[config.mk]
export PLATFORM = sky130hd
export DESIGN_NAME = pixel_payload_header_deframer_flat
export DESIGN_NICKNAME = d
export VERILOG_FILES = /design/src/hdl/ppd_pkg.sv /design/src/hdl/ppd_intf.sv /design/src/hdl/pixel_payload_header_deframer.sv /design/src/flat_wrapper.sv
export SDC_FILE = /design/constraint.sdc
export NUM_CORES = 2
export LEC_CHECK = 0
export ABC_AREA = 1
export BUFFER_PORTS_ARGS = -buffer_cell sky130_fd_sc_hd__buf_2
export CAP_MARGIN = 20
export CORE_MARGIN = 1
export CORE_UTILIZATION = 60
export CTS_CLUSTER_DIAMETER = 60
export DETAILED_ROUTE_END_ITERATION = 16
export GPL_TIMING_DRIVEN = 0
export HOLD_SLACK_MARGIN = 0.03
export PLACE_DENSITY_LB_ADDON = 0.1
export SLEW_MARGIN = 20
export SYNTH_ARGS = -nofsm -noshare
export SYNTH_HDL_FRONTEND = slang
export SYNTH_SLANG_ARGS = --single-unit
[constraint.sdc]
create_clock -name i_clk -period 8.4 [get_ports i_clk]
set_input_delay 1.68 -clock i_clk [delete_from_list [all_inputs] [get_ports i_clk]]
set_output_delay 1.68 -clock i_clk [all_outputs]
set_load 0.05 [all_outputs]
[src/hdl/ppd_pkg.sv]
package ppd_pkg;

    localparam int SIZE_DIGITS  = 10;
    localparam int CHUNK_DIGITS = 4;
    localparam int HLEN_BYTES   = 3;
    localparam int NLEN_BYTES   = 2;

    localparam int SIZE_W  = 34;
    localparam int CHUNK_W = 15;
    localparam int MAG_W   = 14;

    localparam logic [SIZE_W-1:0] SIZE_CAP  = {SIZE_W{1'b1}};
    localparam logic [MAG_W-1:0]  CHUNK_CAP = {MAG_W{1'b1}};

    localparam int Q_DEPTH = 4;
    localparam int Q_AW    = 2;

    typedef enum logic [3:0] {
        PH_HLEN    = 4'd0,
        PH_NLEN    = 4'd1,
        PH_NAME    = 4'd2,
        PH_SIZE    = 4'd3,
        PH_CHUNK   = 4'd4,
        PH_TOTAL   = 4'd5,
        PH_PAD     = 4'd6,
        PH_PAYLOAD = 4'd7,
        PH_DONE    = 4'd8
    } t_phase;

    typedef enum logic [2:0] {
        NS_LEAD  = 3'd0,
        NS_PSIGN = 3'd1,
        NS_NSIGN = 3'd2,
        NS_PDIG  = 3'd3,
        NS_NDIG  = 3'd4,
        NS_PSTOP = 3'd5,
        NS_NSTOP = 3'd6,
        NS_BAD   = 3'd7
    } t_nstat;

    typedef enum logic [1:0] {
        K_NAME    = 2'd0,
        K_META    = 2'd1,
        K_PAYLOAD = 2'd2,
        K_ERROR   = 2'd3
    } t_kind;

    typedef enum logic [1:0] {
        E_TRUNC  = 2'd0,
        E_NUMBER = 2'd1,
        E_SHORT  = 2'd2
    } t_err;

    typedef struct packed {
        t_kind               kind;
        logic [7:0]          byte_value;
        logic [SIZE_W-1:0]   data_size;
        logic [CHUNK_W-1:0]  chunk_number;
        logic [CHUNK_W-1:0]  chunk_total;
        t_err                error_code;
        logic                last_of_image;
    } t_res;

endpackage

[src/hdl/ppd_intf.sv]
interface ppd_pix_if;
    logic       valid;
    logic       ready;
    logic [7:0] pixel_byte;
    logic       end_of_image;

    modport source (output valid, output pixel_byte, output end_of_image, input ready);
    modport sink (input valid, input pixel_byte, input end_of_image, output ready);
endinterface

interface ppd_res_if;
    logic                              valid;
    logic                              ready;
    logic [1:0]                        kind;
    logic [7:0]                        byte_value;
    logic [ppd_pkg::SIZE_W-1:0]        data_size;
    logic signed [ppd_pkg::CHUNK_W-1:0] chunk_number;
    logic signed [ppd_pkg::CHUNK_W-1:0] chunk_total;
    logic [1:0]                        error_code;
    logic                              last_of_image;

    modport source (
        output valid, output kind, output byte_value, output data_size,
        output chunk_number, output chunk_total, output error_code,
        output last_of_image, input ready
    );
    modport sink (
        input valid, input kind, input byte_value, input data_size,
        input chunk_number, input chunk_total, input error_code,
        input last_of_image, output ready
    );
endinterface

[src/hdl/pixel_payload_header_deframer.sv]
// throughput: one input beat per cycle, stalling only while the result queue
//   backs up; results leave the 4-entry queue one per cycle when ready is high;
//   a beat is held in the input register and its results in the result queue
// reset: synchronous, active low; clears the parse state and the result queue
module pixel_payload_header_deframer (
    input  logic          i_clk,
    input  logic          i_rst_n,
    ppd_pix_if.sink       i_pix,
    ppd_res_if.source     o_res
);
    import ppd_pkg::*;

    // input register
    logic       r_in_vld;
    logic [7:0] r_in_byte;
    logic       r_in_eoi;

    // parse state
    t_phase              r_phase, n_phase;
    logic [15:0]         r_fc, n_fc;
    logic [23:0]         r_hlen, n_hlen;
    logic [15:0]         r_nlen, n_nlen;
    logic [23:0]         r_hbs, n_hbs;
    logic [SIZE_W-1:0]   r_size, n_size;
    logic [CHUNK_W-1:0]  r_chunk, n_chunk;
    logic [CHUNK_W-1:0]  r_total, n_total;
    t_nstat              r_stat, n_stat;
    logic [SIZE_W-1:0]   r_rem, n_rem;

    // result queue
    t_res                r_q [Q_DEPTH];
    logic [Q_AW-1:0]     r_wp, r_rp;
    logic [Q_AW:0]       r_cnt;

    logic proc_fire;
    logic pop;
    logic in_take;

    function automatic logic is_digit(input logic [7:0] c);
        return (c >= 8'h30) && (c <= 8'h39);
    endfunction

    function automatic logic is_space(input logic [7:0] c);
        return (c == 8'h20) || ((c >= 8'h09) && (c <= 8'h0D));
    endfunction

    function automatic logic [CHUNK_W-1:0] sign15(input logic neg,
                                                   input logic [MAG_W-1:0] mag);
        logic [CHUNK_W-1:0] m;
        m = {1'b0, mag};
        return neg ? CHUNK_W'(CHUNK_W'(0) - m) : m;
    endfunction

    assign proc_fire = r_in_vld && (r_cnt <= (Q_AW+1)'(Q_DEPTH - 2));
    assign in_take   = i_pix.valid && i_pix.ready;
    assign i_pix.ready = !r_in_vld || proc_fire;

    // number scanner
    logic              dig, ws;
    logic [3:0]        dval;
    t_nstat            sc_stat;
    logic              sc_load, sc_mac;
    logic [SIZE_W+3:0] size_mac;
    logic [SIZE_W-1:0] size_sat, size_scan;
    logic [MAG_W-1:0]  chk_cur, chk_sat, chk_scan;
    logic [MAG_W+3:0]  chk_mac;
    logic              num_valid, num_neg;

    always_comb begin
        dig     = is_digit(r_in_byte);
        ws      = is_space(r_in_byte);
        dval    = r_in_byte[3:0];
        sc_stat = r_stat;
        sc_load = 1'b0;
        sc_mac  = 1'b0;
        unique case (r_stat)
            NS_LEAD: begin
                if (ws) begin
                    sc_stat = NS_LEAD;
                end else if (r_in_byte == 8'h2B) begin
                    sc_stat = NS_PSIGN;
                end else if (r_in_byte == 8'h2D) begin
                    sc_stat = NS_NSIGN;
                end else if (!dig) begin
                    sc_stat = NS_BAD;
                end else begin
                    sc_stat = NS_PDIG;
                    sc_load = 1'b1;
                end
            end
            NS_PSIGN, NS_NSIGN: begin
                if (!dig) begin
                    sc_stat = NS_BAD;
                end else begin
                    sc_stat = (r_stat == NS_PSIGN) ? NS_PDIG : NS_NDIG;
                    sc_load = 1'b1;
                end
            end
            NS_PDIG, NS_NDIG: begin
                if (!dig) begin
                    sc_stat = (r_stat == NS_PDIG) ? NS_PSTOP : NS_NSTOP;
                end else begin
                    sc_mac = 1'b1;
                end
            end
            default: sc_stat = r_stat;
        endcase

        size_mac  = {4'd0, r_size} * (SIZE_W+4)'(10) + (SIZE_W+4)'(dval);
        size_sat  = (size_mac > {4'd0, SIZE_CAP}) ? SIZE_CAP : size_mac[SIZE_W-1:0];
        size_scan = sc_load ? SIZE_W'(dval) : (sc_mac ? size_sat : r_size);

        chk_cur   = (r_phase == PH_CHUNK) ? r_chunk[MAG_W-1:0] : r_total[MAG_W-1:0];
        chk_mac   = {4'd0, chk_cur} * (MAG_W+4)'(10) + (MAG_W+4)'(dval);
        chk_sat   = (chk_mac > {4'd0, CHUNK_CAP}) ? CHUNK_CAP : chk_mac[MAG_W-1:0];
        chk_scan  = sc_load ? MAG_W'(dval) : (sc_mac ? chk_sat : chk_cur);

        num_valid = (sc_stat == NS_PDIG) || (sc_stat == NS_NDIG) ||
                    (sc_stat == NS_PSTOP) || (sc_stat == NS_NSTOP);
        num_neg   = (sc_stat == NS_NDIG) || (sc_stat == NS_NSTOP);
    end

    // per-beat step
    t_res        main_res, err_res, res0, res1;
    logic        main_v, eoi_err;
    logic [16:0] fc_inc;
    logic [23:0] hbs_inc;
    logic [1:0]  n_push;

    always_comb begin
        n_phase = r_phase;
        n_fc    = r_fc;
        n_hlen  = r_hlen;
        n_nlen  = r_nlen;
        n_hbs   = r_hbs;
        n_size  = r_size;
        n_chunk = r_chunk;
        n_total = r_total;
        n_stat  = r_stat;
        n_rem   = r_rem;
        main_v  = 1'b0;
        main_res = '0;
        eoi_err = 1'b0;
        fc_inc  = {1'b0, r_fc} + 17'd1;
        hbs_inc = r_hbs + 24'd1;

        err_res = '0;
        err_res.kind = K_ERROR;
        err_res.error_code = E_TRUNC;
        err_res.last_of_image = 1'b1;

        if (proc_fire) begin
            unique case (r_phase)
                PH_HLEN: begin
                    n_hlen = {r_hlen[15:0], r_in_byte};
                    n_hbs  = hbs_inc;
                    if (fc_inc >= 17'(HLEN_BYTES)) begin
                        n_fc    = '0;
                        n_phase = PH_NLEN;
                    end else begin
                        n_fc = fc_inc[15:0];
                    end
                end
                PH_NLEN: begin
                    n_nlen = {r_nlen[7:0], r_in_byte};
                    n_hbs  = hbs_inc;
                    if (fc_inc >= 17'(NLEN_BYTES)) begin
                        n_fc    = '0;
                        n_stat  = NS_LEAD;
                        n_size  = '0;
                        n_phase = (n_nlen != 16'd0) ? PH_NAME : PH_SIZE;
                    end else begin
                        n_fc = fc_inc[15:0];
                    end
                end
                PH_NAME: begin
                    main_v = 1'b1;
                    main_res.kind = K_NAME;
                    main_res.byte_value = r_in_byte;
                    n_hbs = hbs_inc;
                    if (fc_inc >= {1'b0, r_nlen}) begin
                        n_fc    = '0;
                        n_phase = PH_SIZE;
                    end else begin
                        n_fc = fc_inc[15:0];
                    end
                end
                PH_SIZE: begin
                    n_stat = sc_stat;
                    n_size = size_scan;
                    n_hbs  = hbs_inc;
                    n_fc   = fc_inc[15:0];
                    if (fc_inc >= 17'(SIZE_DIGITS)) begin
                        n_fc = '0;
                        if (!num_valid || (num_neg && size_scan != '0)) begin
                            main_v = 1'b1;
                            main_res.kind = K_ERROR;
                            main_res.error_code = E_NUMBER;
                            main_res.last_of_image = 1'b1;
                            n_phase = PH_DONE;
                        end else begin
                            if (num_neg) begin
                                n_size = '0;
                            end
                            n_stat  = NS_LEAD;
                            n_chunk = '0;
                            n_phase = PH_CHUNK;
                        end
                    end
                end
                PH_CHUNK, PH_TOTAL: begin
                    n_stat = sc_stat;
                    if (r_phase == PH_CHUNK) begin
                        n_chunk = {1'b0, chk_scan};
                    end else begin
                        n_total = {1'b0, chk_scan};
                    end
                    n_hbs = hbs_inc;
                    n_fc  = fc_inc[15:0];
                    if (fc_inc >= 17'(CHUNK_DIGITS)) begin
                        n_fc = '0;
                        if (!num_valid) begin
                            main_v = 1'b1;
                            main_res.kind = K_ERROR;
                            main_res.error_code = E_NUMBER;
                            main_res.last_of_image = 1'b1;
                            n_phase = PH_DONE;
                        end else if (r_phase == PH_CHUNK) begin
                            n_chunk = sign15(num_neg, chk_scan);
                            n_stat  = NS_LEAD;
                            n_total = '0;
                            n_phase = PH_TOTAL;
                        end else begin
                            n_total = sign15(num_neg, chk_scan);
                            n_stat  = NS_LEAD;
                            if (r_hlen < hbs_inc) begin
                                main_v = 1'b1;
                                main_res.kind = K_ERROR;
                                main_res.error_code = E_SHORT;
                                main_res.last_of_image = 1'b1;
                                n_phase = PH_DONE;
                            end else begin
                                n_phase = PH_PAD;
                            end
                        end
                    end
                end
                PH_PAD: begin
                    n_hbs = hbs_inc;
                end
                PH_PAYLOAD: begin
                    if (r_rem != '0) begin
                        n_rem = r_rem - SIZE_W'(1);
                    end
                    main_v = 1'b1;
                    main_res.kind = K_PAYLOAD;
                    main_res.byte_value = r_in_byte;
                    main_res.last_of_image = (n_rem == '0) || r_in_eoi;
                    if (n_rem == '0) begin
                        n_phase = PH_DONE;
                    end
                end
                default: n_phase = r_phase;
            endcase

            // header complete
            if (n_phase == PH_PAD && n_hbs == n_hlen) begin
                main_v = 1'b1;
                main_res.kind = K_META;
                main_res.data_size = n_size;
                main_res.chunk_number = n_chunk;
                main_res.chunk_total = n_total;
                main_res.last_of_image = (n_size == '0) || r_in_eoi;
                n_rem   = n_size;
                n_phase = (n_size == '0) ? PH_DONE : PH_PAYLOAD;
            end

            if (r_in_eoi) begin
                eoi_err = (n_phase != PH_PAYLOAD) && (n_phase != PH_DONE);
                n_phase = PH_HLEN;
                n_fc    = '0;
                n_hlen  = '0;
                n_nlen  = '0;
                n_hbs   = '0;
                n_size  = '0;
                n_chunk = '0;
                n_total = '0;
                n_stat  = NS_LEAD;
                n_rem   = '0;
            end
        end

        res0   = main_v ? main_res : err_res;
        res1   = err_res;
        n_push = {1'b0, main_v} + {1'b0, eoi_err};
    end

    assign pop = o_res.valid && o_res.ready;

    always_ff @(posedge i_clk) begin
        if (!i_rst_n) begin
            r_in_vld <= 1'b0;
        end else if (i_pix.ready) begin
            r_in_vld <= i_pix.valid;
        end
    end

    always_ff @(posedge i_clk) begin
        if (in_take) begin
            r_in_byte <= i_pix.pixel_byte;
            r_in_eoi  <= i_pix.end_of_image;
        end
    end

    always_ff @(posedge i_clk) begin
        if (!i_rst_n) begin
            r_phase <= PH_HLEN;
            r_fc    <= '0;
            r_hlen  <= '0;
            r_nlen  <= '0;
            r_hbs   <= '0;
            r_size  <= '0;
            r_chunk <= '0;
            r_total <= '0;
            r_stat  <= NS_LEAD;
            r_rem   <= '0;
        end else begin
            r_phase <= n_phase;
            r_fc    <= n_fc;
            r_hlen  <= n_hlen;
            r_nlen  <= n_nlen;
            r_hbs   <= n_hbs;
            r_size  <= n_size;
            r_chunk <= n_chunk;
            r_total <= n_total;
            r_stat  <= n_stat;
            r_rem   <= n_rem;
        end
    end

    always_ff @(posedge i_clk) begin
        if (!i_rst_n) begin
            r_wp  <= '0;
            r_rp  <= '0;
            r_cnt <= '0;
        end else begin
            r_wp  <= r_wp + Q_AW'(n_push);
            if (pop) begin
                r_rp <= r_rp + Q_AW'(1);
            end
            r_cnt <= r_cnt + (Q_AW+1)'(n_push) - (Q_AW+1)'(pop);
        end
    end

    always_ff @(posedge i_clk) begin
        if (n_push != 2'd0) begin
            r_q[r_wp] <= res0;
        end
        if (n_push == 2'd2) begin
            r_q[r_wp + Q_AW'(1)] <= res1;
        end
    end

    assign o_res.valid         = (r_cnt != '0);
    assign o_res.kind          = r_q[r_rp].kind;
    assign o_res.byte_value    = r_q[r_rp].byte_value;
    assign o_res.data_size     = r_q[r_rp].data_size;
    assign o_res.chunk_number  = r_q[r_rp].chunk_number;
    assign o_res.chunk_total   = r_q[r_rp].chunk_total;
    assign o_res.error_code    = r_q[r_rp].error_code;
    assign o_res.last_of_image = r_q[r_rp].last_of_image;

    a_q_bound: assert property (@(posedge i_clk) disable iff (!i_rst_n)
        r_cnt <= (Q_AW+1)'(Q_DEPTH))
        else $error("result queue overflow");

    a_eoi_restart: assert property (@(posedge i_clk) disable iff (!i_rst_n)
        proc_fire && r_in_eoi |=> r_phase == PH_HLEN && r_hbs == '0)
        else $error("image end did not restart the parser");

    a_payload_rem: assert property (@(posedge i_clk) disable iff (!i_rst_n)
        r_phase == PH_PAYLOAD |-> r_rem != '0)
        else $error("payload phase with nothing left");

    a_hlen_count: assert property (@(posedge i_clk) disable iff (!i_rst_n)
        r_phase == PH_HLEN |-> r_fc < 16'(HLEN_BYTES))
        else $error("header length byte count out of range");

endmodule
[src/flat_wrapper.sv]
// flat-port wrapper written by rule: the top's interface ports become plain ports
module pixel_payload_header_deframer_flat import ppd_pkg::*;
  (i_clk, i_rst_n, i_pix_valid, i_pix_pixel_byte, i_pix_end_of_image, i_pix_ready, o_res_valid, o_res_kind, o_res_byte_value, o_res_data_size, o_res_chunk_number, o_res_chunk_total, o_res_error_code, o_res_last_of_image, o_res_ready);
  ppd_pix_if i_pix_i ();
  ppd_res_if o_res_i ();
  input  logic i_clk;
  input  logic i_rst_n;
  input wire logic [$bits(i_pix_i.valid)-1:0] i_pix_valid;
  input wire logic [$bits(i_pix_i.pixel_byte)-1:0] i_pix_pixel_byte;
  input wire logic [$bits(i_pix_i.end_of_image)-1:0] i_pix_end_of_image;
  output wire logic [$bits(i_pix_i.ready)-1:0] i_pix_ready;
  output wire logic [$bits(o_res_i.valid)-1:0] o_res_valid;
  output wire logic [$bits(o_res_i.kind)-1:0] o_res_kind;
  output wire logic [$bits(o_res_i.byte_value)-1:0] o_res_byte_value;
  output wire logic [$bits(o_res_i.data_size)-1:0] o_res_data_size;
  output wire logic [$bits(o_res_i.chunk_number)-1:0] o_res_chunk_number;
  output wire logic [$bits(o_res_i.chunk_total)-1:0] o_res_chunk_total;
  output wire logic [$bits(o_res_i.error_code)-1:0] o_res_error_code;
  output wire logic [$bits(o_res_i.last_of_image)-1:0] o_res_last_of_image;
  input wire logic [$bits(o_res_i.ready)-1:0] o_res_ready;
  assign i_pix_i.valid = i_pix_valid;
  assign i_pix_i.pixel_byte = i_pix_pixel_byte;
  assign i_pix_i.end_of_image = i_pix_end_of_image;
  assign i_pix_ready = i_pix_i.ready;
  assign o_res_valid = o_res_i.valid;
  assign o_res_kind = o_res_i.kind;
  assign o_res_byte_value = o_res_i.byte_value;
  assign o_res_data_size = o_res_i.data_size;
  assign o_res_chunk_number = o_res_i.chunk_number;
  assign o_res_chunk_total = o_res_i.chunk_total;
  assign o_res_error_code = o_res_i.error_code;
  assign o_res_last_of_image = o_res_i.last_of_image;
  assign o_res_i.ready = o_res_ready;
  pixel_payload_header_deframer u_core (.i_clk(i_clk), .i_rst_n(i_rst_n), .i_pix(i_pix_i), .o_res(o_res_i));
endmodule
# After elaboration in Yosys (flattened, before gate mapping)
# Memories as Yosys holds them, arrays and structs flattened. A register that Yosys moved wholly into a read port is not among the register bits.
# Cells that the tools add are included.
# word_totals
in_bits,13
wordCells,236
n_memories,1
register_bits,202
ramBits,308
# mem_list
name,depth,word_bits,read_ports,rd_ports_with_merged_regs,wr,line,source
u_core.r_q,4,77,1,1,2,pixel_payload_header_deframer.sv:31,t_res r_q [Q_DEPTH];
# op_classes
addsub,12
n_mul,2
n_eq_ne,24
reduce_logical,41
n_mux,127
n_lt_le_gt_ge,13
# op_table
operator,n
$mux W34,15
$mux W15,14
$mux W77,2
$mux W24,6
$mux W16,8
$pmux W16 S5,1
$logic_not A34 Y1,2
$pmux W34 S2,1
$reduce_bool A34 Y1,2
$mux W64,1
$mux W4,15
$mux W14,4
$mux W3,18
$add A38 B4 Y38,1
$gt A38 B34 Y1 const B,1
$mul A34 B3 Y37 const B,1
$ge A17 B2 Y1 const B,2
$sub A34 B1 Y34 const B,1
$pmux W15 S2,1
$add A24 B1 Y24 const B,1
$eq A24 B24 Y1,1
$eq A8 B6 Y1 const B,3
$lt A24 B24 Y1,1
$pmux W4 S6,1
50 further kinds,116

# Depth between registers and ports, before layout
# depth
ltp_word,29
depth_mapped,50
depth_no_buf,47

# Worst setup path after synthesis
# No wires, ideal clock.
# synth_timing
kind,reg-to-reg
startpoint,register u_core.r_size[1]
endpoint,memory u_core.r_q[1][76] (netlist name)
arrival_ns,6.060
setup_slack_ns,2.225
path_stages_with_launch,48
path_buffers,4
path_cell_list,dfxtp_1 > ha_1 > ha_1 > fa_1 > nand2_1 > inv_1 > nand4_1 > nand2_1 > nand2_1 > nor2_2 > nand2_1 > nor2_4 > nand2_1 > nor2_2 > nand3_2 > nor2_2 > nand2_1 > nand2_1 > [... 12 more ...] > nand2_2 > nand3_2 > nor2_1 > nand2_2 > buf_2 > nand2_1 > nand2_1 > nand2_1 > nor2_1 > nor2_1 > inv_1 > ha_1 > nor3_1 > clkbuf_1 > clkbuf_1 > nand3_1 > o21ai_0 > inv_1
# synth_lines
item,line,source
"start, declared",pixel_payload_header_deframer.sv:24,"logic [SIZE_W-1:0] r_size, n_size;"
"start signal, assigned",pixel_payload_header_deframer.sv:333,r_size <= n_size;
"end, declared",pixel_payload_header_deframer.sv:31,

==> impl_metrics.json <==
{
  "status": "finished, final reports clean",
  "viasPerCell": 6.00,
  "dieHeight_um": 236,
  "final-max-slew-violation-count": 0,
  "gp_congestion": 1.02,
  "coreArea_sq_um": 53900,
  "skew_ns": 0.0201,
  "crit_path_frequent_cell": "nand2_1",
  "arrival_ns": 8.43,
  "post-synth-top-count-cell": "nand2_1",
  "cts_tree": "done",
  "slew_headroom_pct": 21.5,
  "syn-num-nets": 5315,
  "synth_edf_count": 9,
  "grt_pass1_vias": 32900,
  "synth_fa_ha_area_share_pct": 5.79,
  "p_leak_nw": 16.0,
  "whs_ns": 0.464,
  "final.setup.tns_ns": 0,
  "ant_nets": 0,
  "switchingPower_mw": 3.78,
  "netlist_top_cells_count": "1,174 x nand2_1, 692 x o21ai_0, 611 x a21oi_1",
  "grt_pass1_wl_mm": 178,
  "port_buffers": 91,
  "crit_path_top_delay_cell": "fa_1",
  "rsz0062_at_grt": "yes",
  "seqPwrFrac_pct": 35.3,
  "pre_cts_slack_ns": 0.0553,
  "cp-end-kind": "register",
  "combPwrFrac_pct": 36.7,
  "async_reset_ff_share_pct": 0,
  "clockRootBuffer": "clkbuf_16",
  "first_pass_iters": 7,
  "swShare_pct": 42.2,
  "startpoint_type": "register",
  "final_layout_size_suffix_gt1_share_pct": 6.97,
  "fin_crit_ns": 7.86,
  "min_period_over_period_pct": 93.6,
  "setup_viol": 0,
  "die_x_um": 236,
  "initial_core_util_pct": 60.9,
  "ys_seq_elements": 512,
  "numCtsBuffers": 56,
  "hold_class": "register to register",
  "peakVddDrop_mv": 0.450,
  "synth.top_cell.area_share_pct": 30.7,
  "cts_buffer_depth": 3,
  "route.detailed.drc": 0,
  "vias": 36300,
  "cts.sinks": 512,
  "syn_to_final_growth_pct": 10.3,
  "path_class": "register to register",
  "p_int_mw": 5.16,
  "track_usage_pct": 39.8,
  "p_total_mw": 8.94,
  "seq_area_frac_synth_pct": 31.5,
  "crit_required_ns": 8.97,
  "yosysWarnings": 0,
  "clk_pin_slew_ns": 0.07,
  "yosysTopAreaCell": "dfxtp_1",
  "power_frac_clock_pct": 28.0,
  "drt_iter0_drc": 3918,
  "finalHoldViolCount": 0,
  "synth_simple_gate_area_share_pct": 26.7,
  "powerDensity_nw_per_um2": 247,
  "synth_top_family_by_area": "simple AND/OR/NAND/NOR gates",
  "clk-insertion-delay-late_ns": 0.64,
  "dieArea_sq_um": 55600,
  "dpl.hpwl_mm": 87.6,
  "wirelength_mm": 114,
  "critPathMaxFanout": 10,
  "synthDistinctLibCells": 57,
  "utilization_pct": 67.1,
  "antenna_found_initial": 1,
  "worst_slack_ns": 0.541,
  "synth_xor_area_share_pct": 2.88,
  "ys_top_cells_by_area": "dfxtp_1 31%, nand2_1 13%, o21ai_0 11%, a21oi_1 9.3%, inv_1 5.5%",
  "overflow": 0,
  "fin_nets": 5471,
  "max_freq_ghz": 0.127,
  "boundaryPins": 92,
  "syn_area_per_cell_sq_um": 6.37,
  "grt_max_degree": 17,
  "htreeDepth": 2,
  "routedWlPerCell_um": 18.9,
  "worst_slew_pin_slew_ns": 1.18,
  "syn_inst": 5153,
  "cap_violations": 0,
  "max_stage_delay_ns": 0.48,
  "yosys-mux-area-fraction_pct": 0,
  "synth-main-ff-cell": "dfxtp_1",
  "rows": 85,
  "synth_compound_area_share_pct": 23.7,
  "synth.cell_area_sq_um": 32800
}
metrics by stage:
step           instances  area, sq um
2_1_floorplan       5153        32800
3_3_place_gp        5940        34100
3_5_place_dp        5944        34200
4_1_cts             6048        36100
5_1_grt             6052        36200
6_report            6052        36200
cell usage in the layout (no fill, tap or decap), drive strengths merged, types with 5 or more instances in the layout:
cell type,instances
xnor2,32
xor2,75
nor2,486
clkbuf,329
or2,30
buf,134
nand3,265
o21ai,700
dfxtp,503
clkinv,29
and3,6
nand4,56
a31oi,9
edfxtp,9
a21o,5
nand3b,19
o211ai,30
fa,5
ha,144
nor4,14
o21bai,7
nand2,1179
nor3,41
o22ai,85
a21oi,622
inv,512
a211oi,6
cell type report:
type	instances	area (sq um)
Buffer	285	1220
Clock buffer	80	1630
Multi-Input combinational cell	3838	19400
Sequential cell	512	10300
Inverter	518	1940
Fill cell	5101	17700
Antenna cell	1	2.50
Clock inverter	24	233
Timing Repair Buffer	98	512
Tap cell	696	871
metal layers:
| metal | part of all wire [%] | vias to the layer above | global-route usage, % |
|---|---|---|---|
| li1 | - | 17400 | - |
| met5 | 0 | - | 0 |
| met2 | 44 | 1895 | 63.1 |
| met1 | 42 | 16700 | 53.4 |
| met3 | 9.6 | 321 | 6.14 |
| met4 | 4.4 | 0 | 17.7 |
power by group through the flow:
stage / clock (mW) / combinational [mW] / sequential [mW]
floorplan: 0 / 2.45 / 3.12
global placement: 0 / 3.17 / 3.18
detailed placement: 0 / 3.21 / 3.19
CTS: 2.49 / 3.23 / 3.14
global route: 2.59 / 3.51 / 3.21
finish: 2.50 / 3.28 / 3.16
worst max-delay path: cells and delay by family (launching register included):
kind	cells	cell delay (ns)
compound gates	4	0.82
buf+inv	5	1.11
flops	1	0.45
simple gates	32	4.03
fa+ha+maj	4	1.36
worst paths after layout:
| kind | from | to | slack, ns | cells past startpoint |
|---|---|---|---|---|
| max | u_core.r_size[3] | u_core.r_q[0][72] | 0.54 | 45 |
| max reg2reg | u_core.r_size[3] | u_core.r_q[0][72] | 0.54 | 45 |
| min | u_core.r_nlen[12] | u_core.r_nlen[12] | 0.46 | 2 |
| min reg2reg | u_core.r_nlen[12] | u_core.r_nlen[12] | 0.46 | 2 |
cell families (layout without fill, tap and decap cells):
family                   Yosys count  in the layout
buffers and inverters            803           1005
XOR/XNOR                         107            107
flip-flops                       512            512
AND/OR/NAND/NOR                 2100           2100
other                              0              1
AO/OA/AOI/OAI                   1482           1482
adder cells (fa/ha/maj)          149            149
state kept, by name (all words and copies together), names as in the netlist, 3 cells and up, named ones only:
name,flops
u_core.r_hlen,24
u_core.r_phase,4
u_core.r_size,34
u_core.r_nlen,16
u_core.r_total,15
u_core.r_cnt,3
u_core.r_chunk,15
u_core.r_fc,16
u_core.r_rem,34
u_core.r_in_byte,8
u_core.r_stat,3
u_core.r_q,308
u_core.r_hbs,24
repair_timing:
item | 4_1_cts | 5_1_grt
endpoints found under the setup margin | 0 | 324
gates resized for setup | 0 | 109
setup buffers | 0 | 3
hold buffers | 0 | 0
(Power assumes the default switching activity.)
